$ cat config.mk
export PLATFORM = sky130hd
export DESIGN_NAME = utf8_to_ucs4_stream_decoder
export DESIGN_NICKNAME = d
export VERILOG_FILES = /design/src/hw/rtl/utf8d_pkg.sv /design/src/hw/rtl/utf8d_decode.sv /design/src/hw/rtl/utf8d_res_fifo.sv /design/src/hw/rtl/utf8_to_ucs4_stream_decoder.sv
export SDC_FILE = /design/constraint.sdc
export NUM_CORES = 1
export LEC_CHECK = 0
export ABC_CLOCK_PERIOD_IN_PS = 5750
export BUFFER_PORTS_ARGS = -buffer_cell sky130_fd_sc_hd__buf_2
export CORE_MARGIN = 5
export CORE_UTILIZATION = 30
export CTS_BUF_LIST = sky130_fd_sc_hd__clkbuf_16
export CTS_CLUSTER_DIAMETER = 150
export CTS_CLUSTER_SIZE = 25
export DETAILED_ROUTE_END_ITERATION = 8
export GPL_TIMING_DRIVEN = 0
export PLACE_DENSITY_LB_ADDON = 0.08
export SKIP_LAST_GASP = 1
export SLEW_MARGIN = 25
export SYNTH_ARGS = -nofsm -noshare
export SYNTH_HDL_FRONTEND = slang
export SYNTH_SLANG_ARGS = --single-unit
$ cat constraint.sdc
create_clock -name clk_i -period 5.75 [get_ports clk_i]
set_clock_uncertainty 0.15 [all_clocks]
set_input_delay 1.15 -clock clk_i [delete_from_list [all_inputs] [get_ports clk_i]]
set_output_delay 1.15 -clock clk_i [all_outputs]
set_load 0.05 [all_outputs]
$ cat src/hw/rtl/utf8d_pkg.sv
// ----------------------------------------------------------------------------
// utf8d_pkg
// Shared types and constants for the UTF-8 to UCS-4 stream decoder.
// ----------------------------------------------------------------------------
`default_nettype none

package utf8d_pkg;

  localparam int unsigned CpWidth    = 31;
  localparam int unsigned ByteWidth  = 8;
  localparam int unsigned RemWidth   = 3;
  localparam int unsigned FifoDepth  = 4;
  localparam int unsigned FifoPtrW   = $clog2(FifoDepth);
  localparam int unsigned FifoCntW   = $clog2(FifoDepth + 1);

  // Command codes of an input transaction.
  typedef enum logic {
    CmdData = 1'b0,
    CmdEos  = 1'b1
  } cmd_e;

  // Continuation byte tag: 10xxxxxx.
  localparam logic [1:0] ContTag = 2'b10;

  typedef struct packed {
    cmd_e                  command;
    logic [ByteWidth-1:0]  data_byte;
  } item_t;

  typedef struct packed {
    logic [CpWidth-1:0] code_point;
    logic               error;
    logic               last;
  } result_t;

  // Up to two results caused by one input transaction.
  typedef struct packed {
    logic [1:0] num;
    result_t    res0;
    result_t    res1;
  } res_pair_t;

endpackage

`default_nettype wire

$ cat src/hw/rtl/utf8d_decode.sv
// ----------------------------------------------------------------------------
// utf8d_decode
// Per-byte decode logic plus the sequence state (remaining count, partial).
// ----------------------------------------------------------------------------
`default_nettype none

module utf8d_decode (
  input  wire logic                clk_i,
  input  wire logic                rst_ni,
  input  wire logic                adv_i,
  input  wire utf8d_pkg::item_t    item_i,
  output utf8d_pkg::res_pair_t     res_o,
  output logic [utf8d_pkg::RemWidth-1:0] rem_o
);

  typedef struct packed {
    logic                             emit;
    logic                             err;
    logic [utf8d_pkg::CpWidth-1:0]    cp;
    logic [utf8d_pkg::RemWidth-1:0]   rem;
    logic [utf8d_pkg::CpWidth-1:0]    pv;
  } lead_t;

  logic [utf8d_pkg::RemWidth-1:0] rem_q, rem_d;
  logic [utf8d_pkg::CpWidth-1:0]  pv_q, pv_d;

  function automatic lead_t decode_lead(input logic [utf8d_pkg::ByteWidth-1:0] c);
    lead_t l;
    l = '0;
    priority if (c >= 8'hFE) begin
      l.emit = 1'b1;
      l.err  = 1'b1;
    end else if (c >= 8'hFC) begin
      l.pv  = {c[0], 30'd0};
      l.rem = 3'd5;
    end else if (c >= 8'hF8) begin
      l.pv  = {5'd0, c[1:0], 24'd0};
      l.rem = 3'd4;
    end else if (c >= 8'hF0) begin
      l.pv  = {10'd0, c[2:0], 18'd0};
      l.rem = 3'd3;
    end else if (c >= 8'hE0) begin
      l.pv  = {15'd0, c[3:0], 12'd0};
      l.rem = 3'd2;
    end else if (c >= 8'hC0) begin
      l.pv  = {20'd0, c[4:0], 6'd0};
      l.rem = 3'd1;
    end else if (c[7]) begin
      l.emit = 1'b1;
      l.err  = 1'b1;
    end else begin
      l.emit = 1'b1;
      l.cp   = {23'd0, c};
    end
    return l;
  endfunction

  logic                           idle;
  logic                           is_cont;
  lead_t                          lead;
  logic [utf8d_pkg::CpWidth-1:0]  cont_bits;
  logic [utf8d_pkg::CpWidth-1:0]  merged;
  utf8d_pkg::result_t             r_err, r_lead;

  assign idle    = (rem_q == 3'd0) || (rem_q > 3'd5);
  assign is_cont = (item_i.data_byte[7:6] == utf8d_pkg::ContTag);
  assign lead    = decode_lead(item_i.data_byte);

  always_comb begin
    unique case (rem_q)
      3'd5:    cont_bits = {1'b0, item_i.data_byte[5:0], 24'd0};
      3'd4:    cont_bits = {7'd0, item_i.data_byte[5:0], 18'd0};
      3'd3:    cont_bits = {13'd0, item_i.data_byte[5:0], 12'd0};
      3'd2:    cont_bits = {19'd0, item_i.data_byte[5:0], 6'd0};
      default: cont_bits = {25'd0, item_i.data_byte[5:0]};
    endcase
  end

  assign merged = pv_q | cont_bits;

  always_comb begin
    r_err  = '0;
    r_err.error = 1'b1;
    r_lead = '0;
    r_lead.error      = lead.err;
    r_lead.code_point = lead.err ? '0 : lead.cp;
  end

  always_comb begin
    res_o = '0;
    rem_d = rem_q;
    pv_d  = pv_q;
    if (item_i.command == utf8d_pkg::CmdEos) begin
      rem_d = '0;
      pv_d  = '0;
      if (!idle) begin
        res_o.num  = 2'd1;
        res_o.res0 = r_err;
      end
    end else if (idle) begin
      rem_d = lead.rem;
      pv_d  = lead.pv;
      if (lead.emit) begin
        res_o.num  = 2'd1;
        res_o.res0 = r_lead;
      end
    end else if (is_cont) begin
      rem_d = rem_q - 3'd1;
      pv_d  = merged;
      if (rem_q == 3'd1) begin
        pv_d  = '0;
        res_o.num = 2'd1;
        res_o.res0.code_point = merged;
      end
    end else begin
      // Broken sequence: flag it, then restart on this byte as a lead.
      rem_d      = lead.rem;
      pv_d       = lead.pv;
      res_o.res0 = r_err;
      if (lead.emit) begin
        res_o.num  = 2'd2;
        res_o.res1 = r_lead;
      end else begin
        res_o.num  = 2'd1;
      end
    end
    if (res_o.num == 2'd2) begin
      res_o.res1.last = 1'b1;
    end else begin
      res_o.res0.last = 1'b1;
    end
  end

  always_ff @(posedge clk_i or negedge rst_ni) begin
    if (!rst_ni) begin
      rem_q <= '0;
      pv_q  <= '0;
    end else if (adv_i) begin
      rem_q <= rem_d;
      pv_q  <= pv_d;
    end
  end

  assign rem_o = rem_q;

endmodule

`default_nettype wire

$ cat src/hw/rtl/utf8d_res_fifo.sv
// ----------------------------------------------------------------------------
// utf8d_res_fifo
// Small result queue: takes up to two results a cycle, delivers one.
// ----------------------------------------------------------------------------
`default_nettype none

module utf8d_res_fifo (
  input  wire logic                            clk_i,
  input  wire logic                            rst_ni,
  input  wire logic                            push_i,
  input  wire utf8d_pkg::res_pair_t            pair_i,
  input  wire logic                            pop_i,
  output utf8d_pkg::result_t                   head_o,
  output logic [utf8d_pkg::FifoCntW-1:0]       cnt_o
);

  utf8d_pkg::result_t                 mem_q [utf8d_pkg::FifoDepth];
  logic [utf8d_pkg::FifoPtrW-1:0]     wr_q, rd_q, wr_d, rd_d, wr_nxt;
  logic [utf8d_pkg::FifoCntW-1:0]     cnt_q, cnt_d;
  logic [1:0]                         n_push;

  assign n_push = push_i ? pair_i.num : 2'd0;
  assign wr_nxt = wr_q + utf8d_pkg::FifoPtrW'(1);

  always_comb begin
    wr_d  = wr_q + utf8d_pkg::FifoPtrW'(n_push);
    rd_d  = rd_q + utf8d_pkg::FifoPtrW'(pop_i);
    cnt_d = cnt_q + utf8d_pkg::FifoCntW'(n_push) - utf8d_pkg::FifoCntW'(pop_i);
  end

  always_ff @(posedge clk_i) begin
    if (n_push != 2'd0) begin
      mem_q[wr_q] <= pair_i.res0;
    end
    if (n_push == 2'd2) begin
      mem_q[wr_nxt] <= pair_i.res1;
    end
  end

  always_ff @(posedge clk_i or negedge rst_ni) begin
    if (!rst_ni) begin
      wr_q  <= '0;
      rd_q  <= '0;
      cnt_q <= '0;
    end else begin
      wr_q  <= wr_d;
      rd_q  <= rd_d;
      cnt_q <= cnt_d;
    end
  end

  assign head_o = mem_q[rd_q];
  assign cnt_o  = cnt_q;

endmodule

`default_nettype wire

$ cat src/hw/rtl/utf8_to_ucs4_stream_decoder.sv
// ----------------------------------------------------------------------------
// utf8_to_ucs4_stream_decoder
// Streams UTF-8 bytes (lead bytes for 1 to 6 byte forms) into 31-bit code
// points, with error results for malformed input and for an end of stream inside a sequence.
// ----------------------------------------------------------------------------
//
//  channel | direction | handshake            | payload
//  --------+-----------+----------------------+----------------------------
//  in      | input     | in_valid_i/in_stall_o | item_t: command, data_byte
//  out     | output    | out_valid_o/out_stall_i | result_t: code_point,
//          |           |                      |   error, last
//
// One byte transaction is taken per cycle while in_stall_o is low; the first result
// passes through the input register, then the result queue.
// A broken sequence followed by a lead that emits yields two results; the
// out channel drains one per cycle while out_stall_i is low, so such bytes cost an extra out transfer.
// The input register advances only while the four-entry result queue has
// room for two results; otherwise in_stall_o rises and the byte is held.
// Reset clears the sequence state and the queue; no clearing pass follows.
//
`default_nettype none

module utf8_to_ucs4_stream_decoder (
  input  wire logic            clk_i,
  input  wire logic            rst_ni,
  input  wire logic            in_valid_i,
  output logic                 in_stall_o,
  input  wire utf8d_pkg::item_t in_data_i,
  output logic                 out_valid_o,
  input  wire logic            out_stall_i,
  output utf8d_pkg::result_t   out_data_o
);

  // Input register.
  logic                   in_vld_q;
  utf8d_pkg::item_t       in_item_q;
  logic                   adv;
  logic                   load;

  utf8d_pkg::res_pair_t   pair;
  logic [utf8d_pkg::RemWidth-1:0] rem;
  logic [utf8d_pkg::FifoCntW-1:0] cnt;
  logic                   pop;

  // Decode the held byte only when the queue can take a full pair.
  assign adv  = in_vld_q && (cnt <= utf8d_pkg::FifoCntW'(utf8d_pkg::FifoDepth - 2));
  assign load = !in_vld_q || adv;
  assign in_stall_o = !load;

  always_ff @(posedge clk_i or negedge rst_ni) begin
    if (!rst_ni) begin
      in_vld_q <= 1'b0;
    end else if (load) begin
      in_vld_q <= in_valid_i;
    end
  end

  always_ff @(posedge clk_i) begin
    if (load && in_valid_i) begin
      in_item_q <= in_data_i;
    end
  end

  utf8d_decode u_decode (
    .clk_i  (clk_i),
    .rst_ni (rst_ni),
    .adv_i  (adv),
    .item_i (in_item_q),
    .res_o  (pair),
    .rem_o  (rem)
  );

  // Pop the head whenever the out side takes a transaction.
  assign pop = out_valid_o && !out_stall_i;

  utf8d_res_fifo u_fifo (
    .clk_i  (clk_i),
    .rst_ni (rst_ni),
    .push_i (adv),
    .pair_i (pair),
    .pop_i  (pop),
    .head_o (out_data_o),
    .cnt_o  (cnt)
  );

  assign out_valid_o = (cnt != '0);

  // Queue never overflows.
  a_fifo_bound: assert property (@(posedge clk_i) disable iff (!rst_ni)
    cnt <= utf8d_pkg::FifoCntW'(utf8d_pkg::FifoDepth))
    else $error("result queue overflow");

  // Error results carry a zero code point.
  a_err_zero: assert property (@(posedge clk_i) disable iff (!rst_ni)
    out_valid_o && out_data_o.error |-> out_data_o.code_point == '0)
    else $error("error result with nonzero code point");

  // Sequence count stays within the six byte form.
  a_rem_range: assert property (@(posedge clk_i) disable iff (!rst_ni)
    rem <= 3'd5)
    else $error("remaining count out of range");

  // Without a push or a pop the queue count holds.
  a_no_push: assert property (@(posedge clk_i) disable iff (!rst_ni)
    !adv && !pop |=> cnt == $past(cnt))
    else $error("queue count changed without push or pop");

endmodule

`default_nettype wire
==> impl_metrics.xml, run 1 <==
<?xml version="1.0" encoding="UTF-8"?>
<metrics>
  <group name="floorplanning">
    <metric name="io-pin-count" unit="">48</metric>
    <metric name="initial_cell_density_of_the_core" unit="">0.305</metric>
    <metric name="vertical_die_dimension" unit="um">175</metric>
    <metric name="core-area" unit="mm^2">0.0270</metric>
    <metric name="die_area" unit="mm^2">0.0308</metric>
    <metric name="die-width" unit="um">175</metric>
    <metric name="rows" unit="">60</metric>
  </group>
  <group name="sta">
    <metric name="fmax" unit="MHz">261</metric>
    <metric name="fin_tns_setup" unit="ps">0</metric>
    <metric name="final.min_clock_period" unit="ps">3820</metric>
    <metric name="worst_pin_slew" unit="ps">961</metric>
    <metric name="final.period_utilization" unit="">0.665</metric>
    <metric name="slew_headroom" unit="">0.360</metric>
    <metric name="setup_violations" unit="">0</metric>
    <metric name="rsz_0062_raised_after_global_routing" unit="">false</metric>
    <metric name="drv_slew" unit="">0</metric>
    <metric name="finalHoldViolations" unit="">0</metric>
  </group>
  <group name="min_path">
    <metric name="hold_class" unit="">reg2reg</metric>
  </group>
  <group name="yosys">
    <metric name="synth_xor_xnor_area_share" unit="">0.00533</metric>
    <metric name="synth_cells" unit="">734</metric>
    <metric name="post_synthesis_share_of_cell_area_spent_on_and_or_nand_and_nor_gates" unit="">0.0925</metric>
    <metric name="synthMuxAreaShare" unit="">0.149</metric>
    <metric name="synth_top_family_by_area" unit="">compound AO/OA/AOI/OAI gates</metric>
    <metric name="synth_area_leaders" unit="">sky130_fd_sc_hd__dfxtp_1 (23%), sky130_fd_sc_hd__edfxtp_1 (16%), sky130_fd_sc_hd__dfrtp_1 (13%)</metric>
    <metric name="async_reset_ff_frac" unit="">0.230</metric>
    <metric name="synth.ff_latch_count" unit="">183</metric>
    <metric name="cell_type_with_the_highest_aggregate_area_in_the_netlist" unit="">sky130_fd_sc_hd__dfxtp_1</metric>
    <metric name="synth_top_cell_area_share" unit="">0.234</metric>
    <metric name="most_frequently_used_flop_master_after_synthesis" unit="">sky130_fd_sc_hd__dfxtp_1</metric>
    <metric name="area_fraction_in_compound_gates_after_synthesis" unit="">0.153</metric>
    <metric name="post_synth_fa_ha_maj_area_fraction" unit="">0.0146</metric>
    <metric name="post_synth_instance_area" unit="mm^2">0.00821</metric>
    <metric name="number_of_synthesized_flops_with_an_enable_pin" unit="">45</metric>
    <metric name="synth_fp_nets" unit="">756</metric>
    <metric name="synth-warning-count" unit="">0</metric>
    <metric name="post_synth_num_cell_types" unit="">53</metric>
    <metric name="ys_seq_area_frac" unit="">0.527</metric>
    <metric name="synth_area_per_cell" unit="um^2">11.2</metric>
  </group>
  <group name="layout">
    <metric name="finalNetCount" unit="">822</metric>
    <metric name="most_common_cell_after_layout_fill_and_taps_aside" unit="">sky130_fd_sc_hd__dfxtp_1</metric>
    <metric name="post_route_cells_drive_above_1_share" unit="">0.185</metric>
    <metric name="insertedDiodeCount" unit="">0</metric>
    <metric name="stdcell_count" unit="">1154</metric>
    <metric name="final_cell_mix" unit="">sky130_fd_sc_hd__dfxtp_1 (96), sky130_fd_sc_hd__nand2_1 (80), sky130_fd_sc_hd__o22ai_1 (74)</metric>
    <metric name="area.growth.synth_to_final" unit="%">15.0</metric>
  </group>
  <group name="global_routing">
    <metric name="global_route_wire_length_before_repair" unit="um">39000</metric>
    <metric name="maximum_number_of_pins_on_one_net_before_global_route_repair" unit="">43</metric>
    <metric name="grt_pass1_vias" unit="">6403</metric>
    <metric name="aggregate_global_route_resource_usage" unit="">0.165</metric>
    <metric name="globalRouteOverflowTotal" unit="">0</metric>
    <metric name="grt_antenna_before_repair" unit="">0</metric>
  </group>
  <group name="placed_design">
    <metric name="count_of_placed_standard_cells_including_taps" unit="">1122</metric>
    <metric name="placement.io_buffers" unit="">47</metric>
    <metric name="place_hpwl" unit="um">17500</metric>
    <metric name="gpl.final_weighted_congestion" unit="">0.828</metric>
  </group>
  <group name="detailed_routing">
    <metric name="vias" unit="">6137</metric>
    <metric name="final_wl" unit="um">25100</metric>
    <metric name="first_iter_violations" unit="">497</metric>
    <metric name="antenna_viol_nets_final" unit="">0</metric>
    <metric name="detail_route.wl_per_cell" unit="um">21.7</metric>
    <metric name="via_per_inst" unit="">5.32</metric>
    <metric name="detail_route.drc_violations" unit="">0</metric>
    <metric name="drt-pass1-iter-count" unit="">5</metric>
  </group>
  <group name="clocking">
    <metric name="cts_buffers" unit="">17</metric>
    <metric name="max-clock-path-buffers" unit="">2</metric>
    <metric name="setup_fix_buffers_added_after_clock_tree_synthesis" unit="">0</metric>
    <metric name="cts_htree_levels" unit="">4</metric>
    <metric name="clock_sinks" unit="">183</metric>
    <metric name="ctsHoldBuffers" unit="">0</metric>
    <metric name="clock_tree_from_tritoncts" unit="">done</metric>
    <metric name="ctsRootBufferMaster" unit="">sky130_fd_sc_hd__clkbuf_16</metric>
    <metric name="clk_latency" unit="ps">430</metric>
    <metric name="clkTransAtPathRegs" unit="ps">80</metric>
    <metric name="post_cts.resized_instances" unit="">0</metric>
  </group>
  <group name="worst_setup_path">
    <metric name="cp-endpoint" unit="">out_data_o[11]</metric>
    <metric name="path_class" unit="">reg2out</metric>
    <metric name="critical_path.reg2reg.startpoint" unit="">u_decode.rem_o[1]</metric>
    <metric name="timing.rr.end" unit="">u_fifo.mem_q[2][1]</metric>
    <metric name="worst-r2r-setup-slack" unit="ps">2140</metric>
    <metric name="end_kind" unit="">output pin</metric>
    <metric name="critPathArrivalTime" unit="ps">2520</metric>
    <metric name="critical_path_peak_fanout" unit="">10</metric>
    <metric name="critPathLaunchType" unit="">register</metric>
    <metric name="worstRegToRegCells" unit="">7</metric>
    <metric name="worst-endpoint-required" unit="ps">4450</metric>
    <metric name="critPathLaunch" unit="">u_fifo.rd_q[1]</metric>
  </group>
  <group name="outcome">
    <metric name="run_status" unit="">finished, final reports clean</metric>
  </group>
  <group name="pwr">
    <metric name="total_power" unit="mW">5.07</metric>
    <metric name="power_per_cell_area" unit="mW/mm^2">537</metric>
    <metric name="vdd.ir_drop.worst" unit="uV">211</metric>
    <metric name="cellLeakagePower" unit="nW">3.93</metric>
  </group>
  <group name="job">
    <metric name="maximum_capacitance_violations" unit="">0</metric>
  </group>
</metrics>
==> worst min path at each step <==
stage	cells after the start	to	start	slack (ps)
6_report	2	u_fifo.mem_q[0][15]	u_fifo.mem_q[0][15]	310
2_1_floorplan	2	u_fifo.mem_q[2][12]	u_fifo.mem_q[2][12]	290
3_5_place_dp	2	u_fifo.mem_q[2][28]	u_fifo.mem_q[2][28]	300
5_1_grt	2	u_fifo.mem_q[2][24]	u_fifo.mem_q[2][24]	330
4_1_cts	2	u_fifo.mem_q[0][9]	u_fifo.mem_q[0][9]	310
3_3_place_gp	2	u_fifo.mem_q[0][32]	u_fifo.mem_q[0][32]	290
==> layout make-up <==
class,count,area [um^2]
fillers,2713,17500
multi-input cells,437,3410
plain buffers,51,248
clock buffers,17,425
flip-flops and latches,183,4320
repair buffers,47,238
well taps,341,427
clock inverters,15,136
inverters,63,236
==> layer usage <==
| layer | up-vias | GRT usage | wire length, um |
|---|---|---|---|
| li1 | 2817 | - | - |
| met1 | 3107 | 0.226 | 11600 |
| met2 | 187 | 0.269 | 11700 |
| met3 | 26 | 0.0353 | 1350 |
| met4 | 0 | 0.0422 | 444 |
| met5 | - | 0 | 0 |
==> worst max-delay path, cell delays in order (launching register included) <==
cell	delay [ps]
sky130_fd_sc_hd__dfrtp_1	320
sky130_fd_sc_hd__clkbuf_1	330
sky130_fd_sc_hd__clkbuf_1	770
sky130_fd_sc_hd__mux4_2	440
sky130_fd_sc_hd__buf_2	230
==> Yosys cell counts, drive strengths merged (6+ instances only) <==
cell type / instances
nand3: 6
clkbuf: 28
o21ai: 16
inv: 63
dfrtp: 42
nand2b: 11
a21oi: 24
nor2b: 6
ha: 8
nand2: 80
and3: 6
a22o: 16
o32ai: 12
dfxtp: 96
nor2: 33
mux2i: 48
buf: 23
o31ai: 6
a21o: 12
mux4: 33
a22oi: 6
edfxtp: 45
o22ai: 74
==> cells by family after synthesis <==
family,count (synthesis)
AOI/OAI and AO/OA,176
xor gates and xnor gates,5
adders and majority gates,9
buffers and inverters,114
DFF,183
muxes,81
and+or+nand+nor,166
==> stage by stage <==
stage                     hold slack, ps  utilization  area [um^2]  worst slack, ps
after floorplan                      285            -         8210             2570
after global routing                 328        0.350         9440             1780
after CTS                            313        0.350         9440             1520
after detailed placement             302        0.329         8870             1990
after global placement               293        0.329         8870             1890
final                                311        0.350         9440             1930
==> power by group <==
part	internal, mW	switching (mW)	total [mW]
sequential	1.61	0.142	1.76
combinational	0.692	1.50	2.19
clock	0.570	0.553	1.12
total	2.88	2.19	5.07
==> sequential cells by signal, summed over array words and instances (netlist names) <==
signal,cells
in_vld_q,1
in_item_q,9
u_fifo.cnt_o,3
u_fifo.mem_q,132
u_decode.pv_q,31
u_fifo.rd_q,2
u_decode.rem_o,3
u_fifo.wr_q,2
Power figures use the tool's default switching activity.
==> run 2, diff against run 1 <==
Settings changed: ABC_AREA from default to 1, ABC_CLOCK_PERIOD_IN_PS 5750 to 3500.
Clock period 5.75 ns to 3.5 ns, I/O delays scaled along.
==> run 2 against run 1 <==
Compared with the run above: worst hold slack worse by 200 ps; die area rose by 13%; combinational power rose to 2.8 times the previous value; cell count increased by 52%; sequential power increased by 93%; largest power group unchanged.
==> impl_metrics.xml, run 2 <==
<?xml version="1.0" encoding="UTF-8"?>
<metrics>
  <group name="placed_design">
    <metric name="gpl.final_weighted_congestion" unit="">0.814</metric>
    <metric name="place_hpwl" unit="um">24600</metric>
    <metric name="placement.io_buffers" unit="">47</metric>
  </group>
  <group name="floorplanning">
    <metric name="io-pin-count" unit="">48</metric>
    <metric name="initial_cell_density_of_the_core" unit="">0.305</metric>
    <metric name="vertical_die_dimension" unit="um">186</metric>
    <metric name="core-area" unit="mm^2">0.0306</metric>
    <metric name="rows" unit="">64</metric>
    <metric name="die-width" unit="um">186</metric>
    <metric name="die_area" unit="mm^2">0.0347</metric>
  </group>
  <group name="yosys">
    <metric name="synth-warning-count" unit="">0</metric>
    <metric name="ys_seq_area_frac" unit="">0.464</metric>
    <metric name="number_of_synthesized_flops_with_an_enable_pin" unit="">45</metric>
    <metric name="synth_cells" unit="">1273</metric>
    <metric name="synth_top_cell_area_share" unit="">0.206</metric>
    <metric name="post_synth_num_cell_types" unit="">37</metric>
    <metric name="post_synth_instance_area" unit="mm^2">0.00932</metric>
    <metric name="most_frequently_used_flop_master_after_synthesis" unit="">sky130_fd_sc_hd__dfxtp_1</metric>
    <metric name="synth.ff_latch_count" unit="">183</metric>
    <metric name="synth_fp_nets" unit="">1295</metric>
    <metric name="synthTopCellsByCount" unit="">sky130_fd_sc_hd__nand2_1 (286), sky130_fd_sc_hd__nor2_1 (222), sky130_fd_sc_hd__nand3_1 (122)</metric>
    <metric name="cell_type_with_the_highest_aggregate_area_in_the_netlist" unit="">sky130_fd_sc_hd__dfxtp_1</metric>
    <metric name="synth_area_leaders" unit="">sky130_fd_sc_hd__dfxtp_1 (21%), sky130_fd_sc_hd__edfxtp_1 (15%), sky130_fd_sc_hd__nand2_1 (12%)</metric>
    <metric name="async_reset_ff_frac" unit="">0.230</metric>
    <metric name="yosys.cell_count.top_type" unit="">sky130_fd_sc_hd__nand2_1</metric>
    <metric name="synth_area_per_cell" unit="um^2">7.32</metric>
  </group>
  <group name="global_routing">
    <metric name="grt_pass1_vias" unit="">8495</metric>
    <metric name="aggregate_global_route_resource_usage" unit="">0.200</metric>
    <metric name="met3_usage" unit="">0.0292</metric>
    <metric name="global_route_wire_length_before_repair" unit="um">52200</metric>
    <metric name="grt_antenna_before_repair" unit="">0</metric>
    <metric name="global_route.peak_usage_layer" unit="">met2</metric>
    <metric name="global_route_met2_utilization" unit="">0.323</metric>
    <metric name="globalRouteOverflowTotal" unit="">0</metric>
    <metric name="maximum_number_of_pins_on_one_net_before_global_route_repair" unit="">43</metric>
    <metric name="use_met1" unit="">0.281</metric>
  </group>
  <group name="layout">
    <metric name="largest_regs" unit="">u_fifo.mem_q (132), u_decode.pv_q (31), in_item_q (9)</metric>
    <metric name="regMostFlops" unit="">u_fifo.mem_q</metric>
    <metric name="final_cell_mix" unit="">sky130_fd_sc_hd__nand2_1 (284), sky130_fd_sc_hd__nor2_1 (222), sky130_fd_sc_hd__nand3_1 (122)</metric>
    <metric name="insertedDiodeCount" unit="">0</metric>
    <metric name="most_common_cell_after_layout_fill_and_taps_aside" unit="">sky130_fd_sc_hd__nand2_1</metric>
    <metric name="finalNetCount" unit="">1363</metric>
    <metric name="largest_register_ffs" unit="">132</metric>
    <metric name="fillers" unit="">3363</metric>
    <metric name="post_route_cells_drive_above_1_share" unit="">0.111</metric>
    <metric name="area.growth.synth_to_final" unit="%">14.2</metric>
  </group>
  <group name="job">
    <metric name="maximum_capacitance_violations" unit="">0</metric>
  </group>
  <group name="sta">
    <metric name="finalHoldViolations" unit="">0</metric>
    <metric name="fmax" unit="MHz">301</metric>
    <metric name="slew_headroom" unit="">0.508</metric>
    <metric name="fin_tns_setup" unit="ps">0</metric>
    <metric name="rsz_0062_raised_after_global_routing" unit="">false</metric>
    <metric name="drv_slew" unit="">0</metric>
    <metric name="final.period_utilization" unit="">0.949</metric>
    <metric name="final.min_clock_period" unit="ps">3320</metric>
    <metric name="setup_violations" unit="">0</metric>
    <metric name="worst_pin_slew" unit="ps">735</metric>
  </group>
  <group name="detailed_routing">
    <metric name="detail_route.drc_violations" unit="">0</metric>
    <metric name="antenna_viol_nets_final" unit="">0</metric>
    <metric name="final_wl" unit="um">33700</metric>
    <metric name="drt-pass1-iter-count" unit="">5</metric>
    <metric name="first_iter_violations" unit="">540</metric>
    <metric name="detail_route.wl_per_cell" unit="um">19.3</metric>
    <metric name="vias" unit="">8583</metric>
    <metric name="via_per_inst" unit="">4.90</metric>
  </group>
  <group name="worst_setup_path">
    <metric name="critPathLaunchType" unit="">register</metric>
    <metric name="critical_path_peak_fanout" unit="">11</metric>
    <metric name="path_class" unit="">reg2out</metric>
    <metric name="worstRegToRegCells" unit="">16</metric>
    <metric name="worst-endpoint-required" unit="ps">2650</metric>
    <metric name="end_kind" unit="">output pin</metric>
    <metric name="critPathArrivalTime" unit="ps">2470</metric>
  </group>
  <group name="pwr">
    <metric name="vdd.ir_drop.worst" unit="uV">468</metric>
    <metric name="cellLeakagePower" unit="nW">5.09</metric>
    <metric name="power_per_cell_area" unit="mW/mm^2">1080</metric>
    <metric name="total_power" unit="mW">11.5</metric>
  </group>
  <group name="clocking">
    <metric name="clock_sinks" unit="">183</metric>
    <metric name="cts_buffers" unit="">17</metric>
    <metric name="clock_tree_from_tritoncts" unit="">done</metric>
    <metric name="max-clock-path-buffers" unit="">2</metric>
    <metric name="cts_htree_levels" unit="">4</metric>
    <metric name="clkTransAtPathRegs" unit="ps">80</metric>
    <metric name="clk_latency" unit="ps">440</metric>
    <metric name="ctsRootBufferMaster" unit="">sky130_fd_sc_hd__clkbuf_16</metric>
  </group>
  <group name="outcome">
    <metric name="run_status" unit="">finished, final reports clean</metric>
  </group>
  <group name="min_path">
    <metric name="hold_class" unit="">in2async</metric>
  </group>
</metrics>
[run 2: changes by cell type after synthesis, sizes merged, moves of 44 or more]
cell / change
o22ai: -44
nand3: +117
mux2i: -48
a21oi: +58
o21ai: +103
nand2: +216
nor2: +194
[run 2: kinds of logic after synthesis]
logic type	count (synthesis)	share of synthesized area
buf+inv	163	0.0767
compound gates	257	0.149
simple gates	655	0.292
fa+ha+maj	9	0.0129
xor+xnor	6	0.00564
flops	183	0.464
[run 2: power breakdown]
group	switching, mW	internal (mW)
registers	0.402	3.00
logic	4.62	1.59
clock network	0.935	0.970
[run 2: metal layers]
layer / wire length [um] / vias to the layer above / part of all wire
li1: - / 4330 / -
met1: 16300 / 4026 / 0.48
met3: 1290 / 31 / 0.038
met5: 0 / - / 0
met4: 649 / 0 / 0.019
met2: 15500 / 196 / 0.46
[run 2: final timing paths]
path	start	endpoint	slack, ps
max in group asynchronous	rst_ni	u_decode.pv_q[21]	2670
min reg2reg	u_fifo.mem_q[2][24]	u_fifo.mem_q[2][24]	330
min	rst_ni	u_decode.pv_q[0]	110
min in group clk_i	in_data_i[7]	in_item_q[7]	280
max reg2reg	u_decode.rem_o[1]	u_fifo.cnt_o[2]	270
max	u_fifo.rd_q[0]	out_data_o[11]	180
[run 2: final cells by class]
type	instances	area, um^2	share of cell area
repair buffers	50	260	0.0245
clock buffers	18	450	0.0423
inverters	85	319	0.0300
plain buffers	77	402	0.0377
well taps	396	495	0.0466
multi-input cells	927	4280	0.402
clock inverters	14	108	0.0101
flip-flops and latches	183	4320	0.406
[run 2: repair_timing]
action                                  4_1_cts  5_1_grt
gates resized for setup                       6        4
buffers inserted                              0        3
endpoints found under the setup margin        9       32
hold buffers                                  0        0
pin swaps                                     0        1
[run 2: critical path, stage by stage (launching register included)]
cell and delay, ps:
sky130_fd_sc_hd__dfrtp_1 540, sky130_fd_sc_hd__inv_1 220, sky130_fd_sc_hd__clkbuf_2 280, sky130_fd_sc_hd__clkbuf_4 320, sky130_fd_sc_hd__nor2_1 60, sky130_fd_sc_hd__o22ai_1 270, sky130_fd_sc_hd__buf_2 330
[run 2: through the flow]
| step | cell area (um^2) | util | hold slack [ps] | setup slack (ps) | std cells |
|---|---|---|---|---|---|
| 3_3_place_gp | 10000 | 0.328 | 304 | -89.6 | 1716 |
| 3_5_place_dp | 10000 | 0.329 | 309 | -36.7 | 1716 |
| 5_1_grt | 10600 | 0.348 | 155 | 12.5 | 1750 |
| 6_report | 10600 | 0.348 | 114 | 180 | 1750 |
| 2_1_floorplan | 9320 | - | 254 | 566 | 1273 |
| 4_1_cts | 10600 | 0.347 | 131 | 2.82 | 1748 |
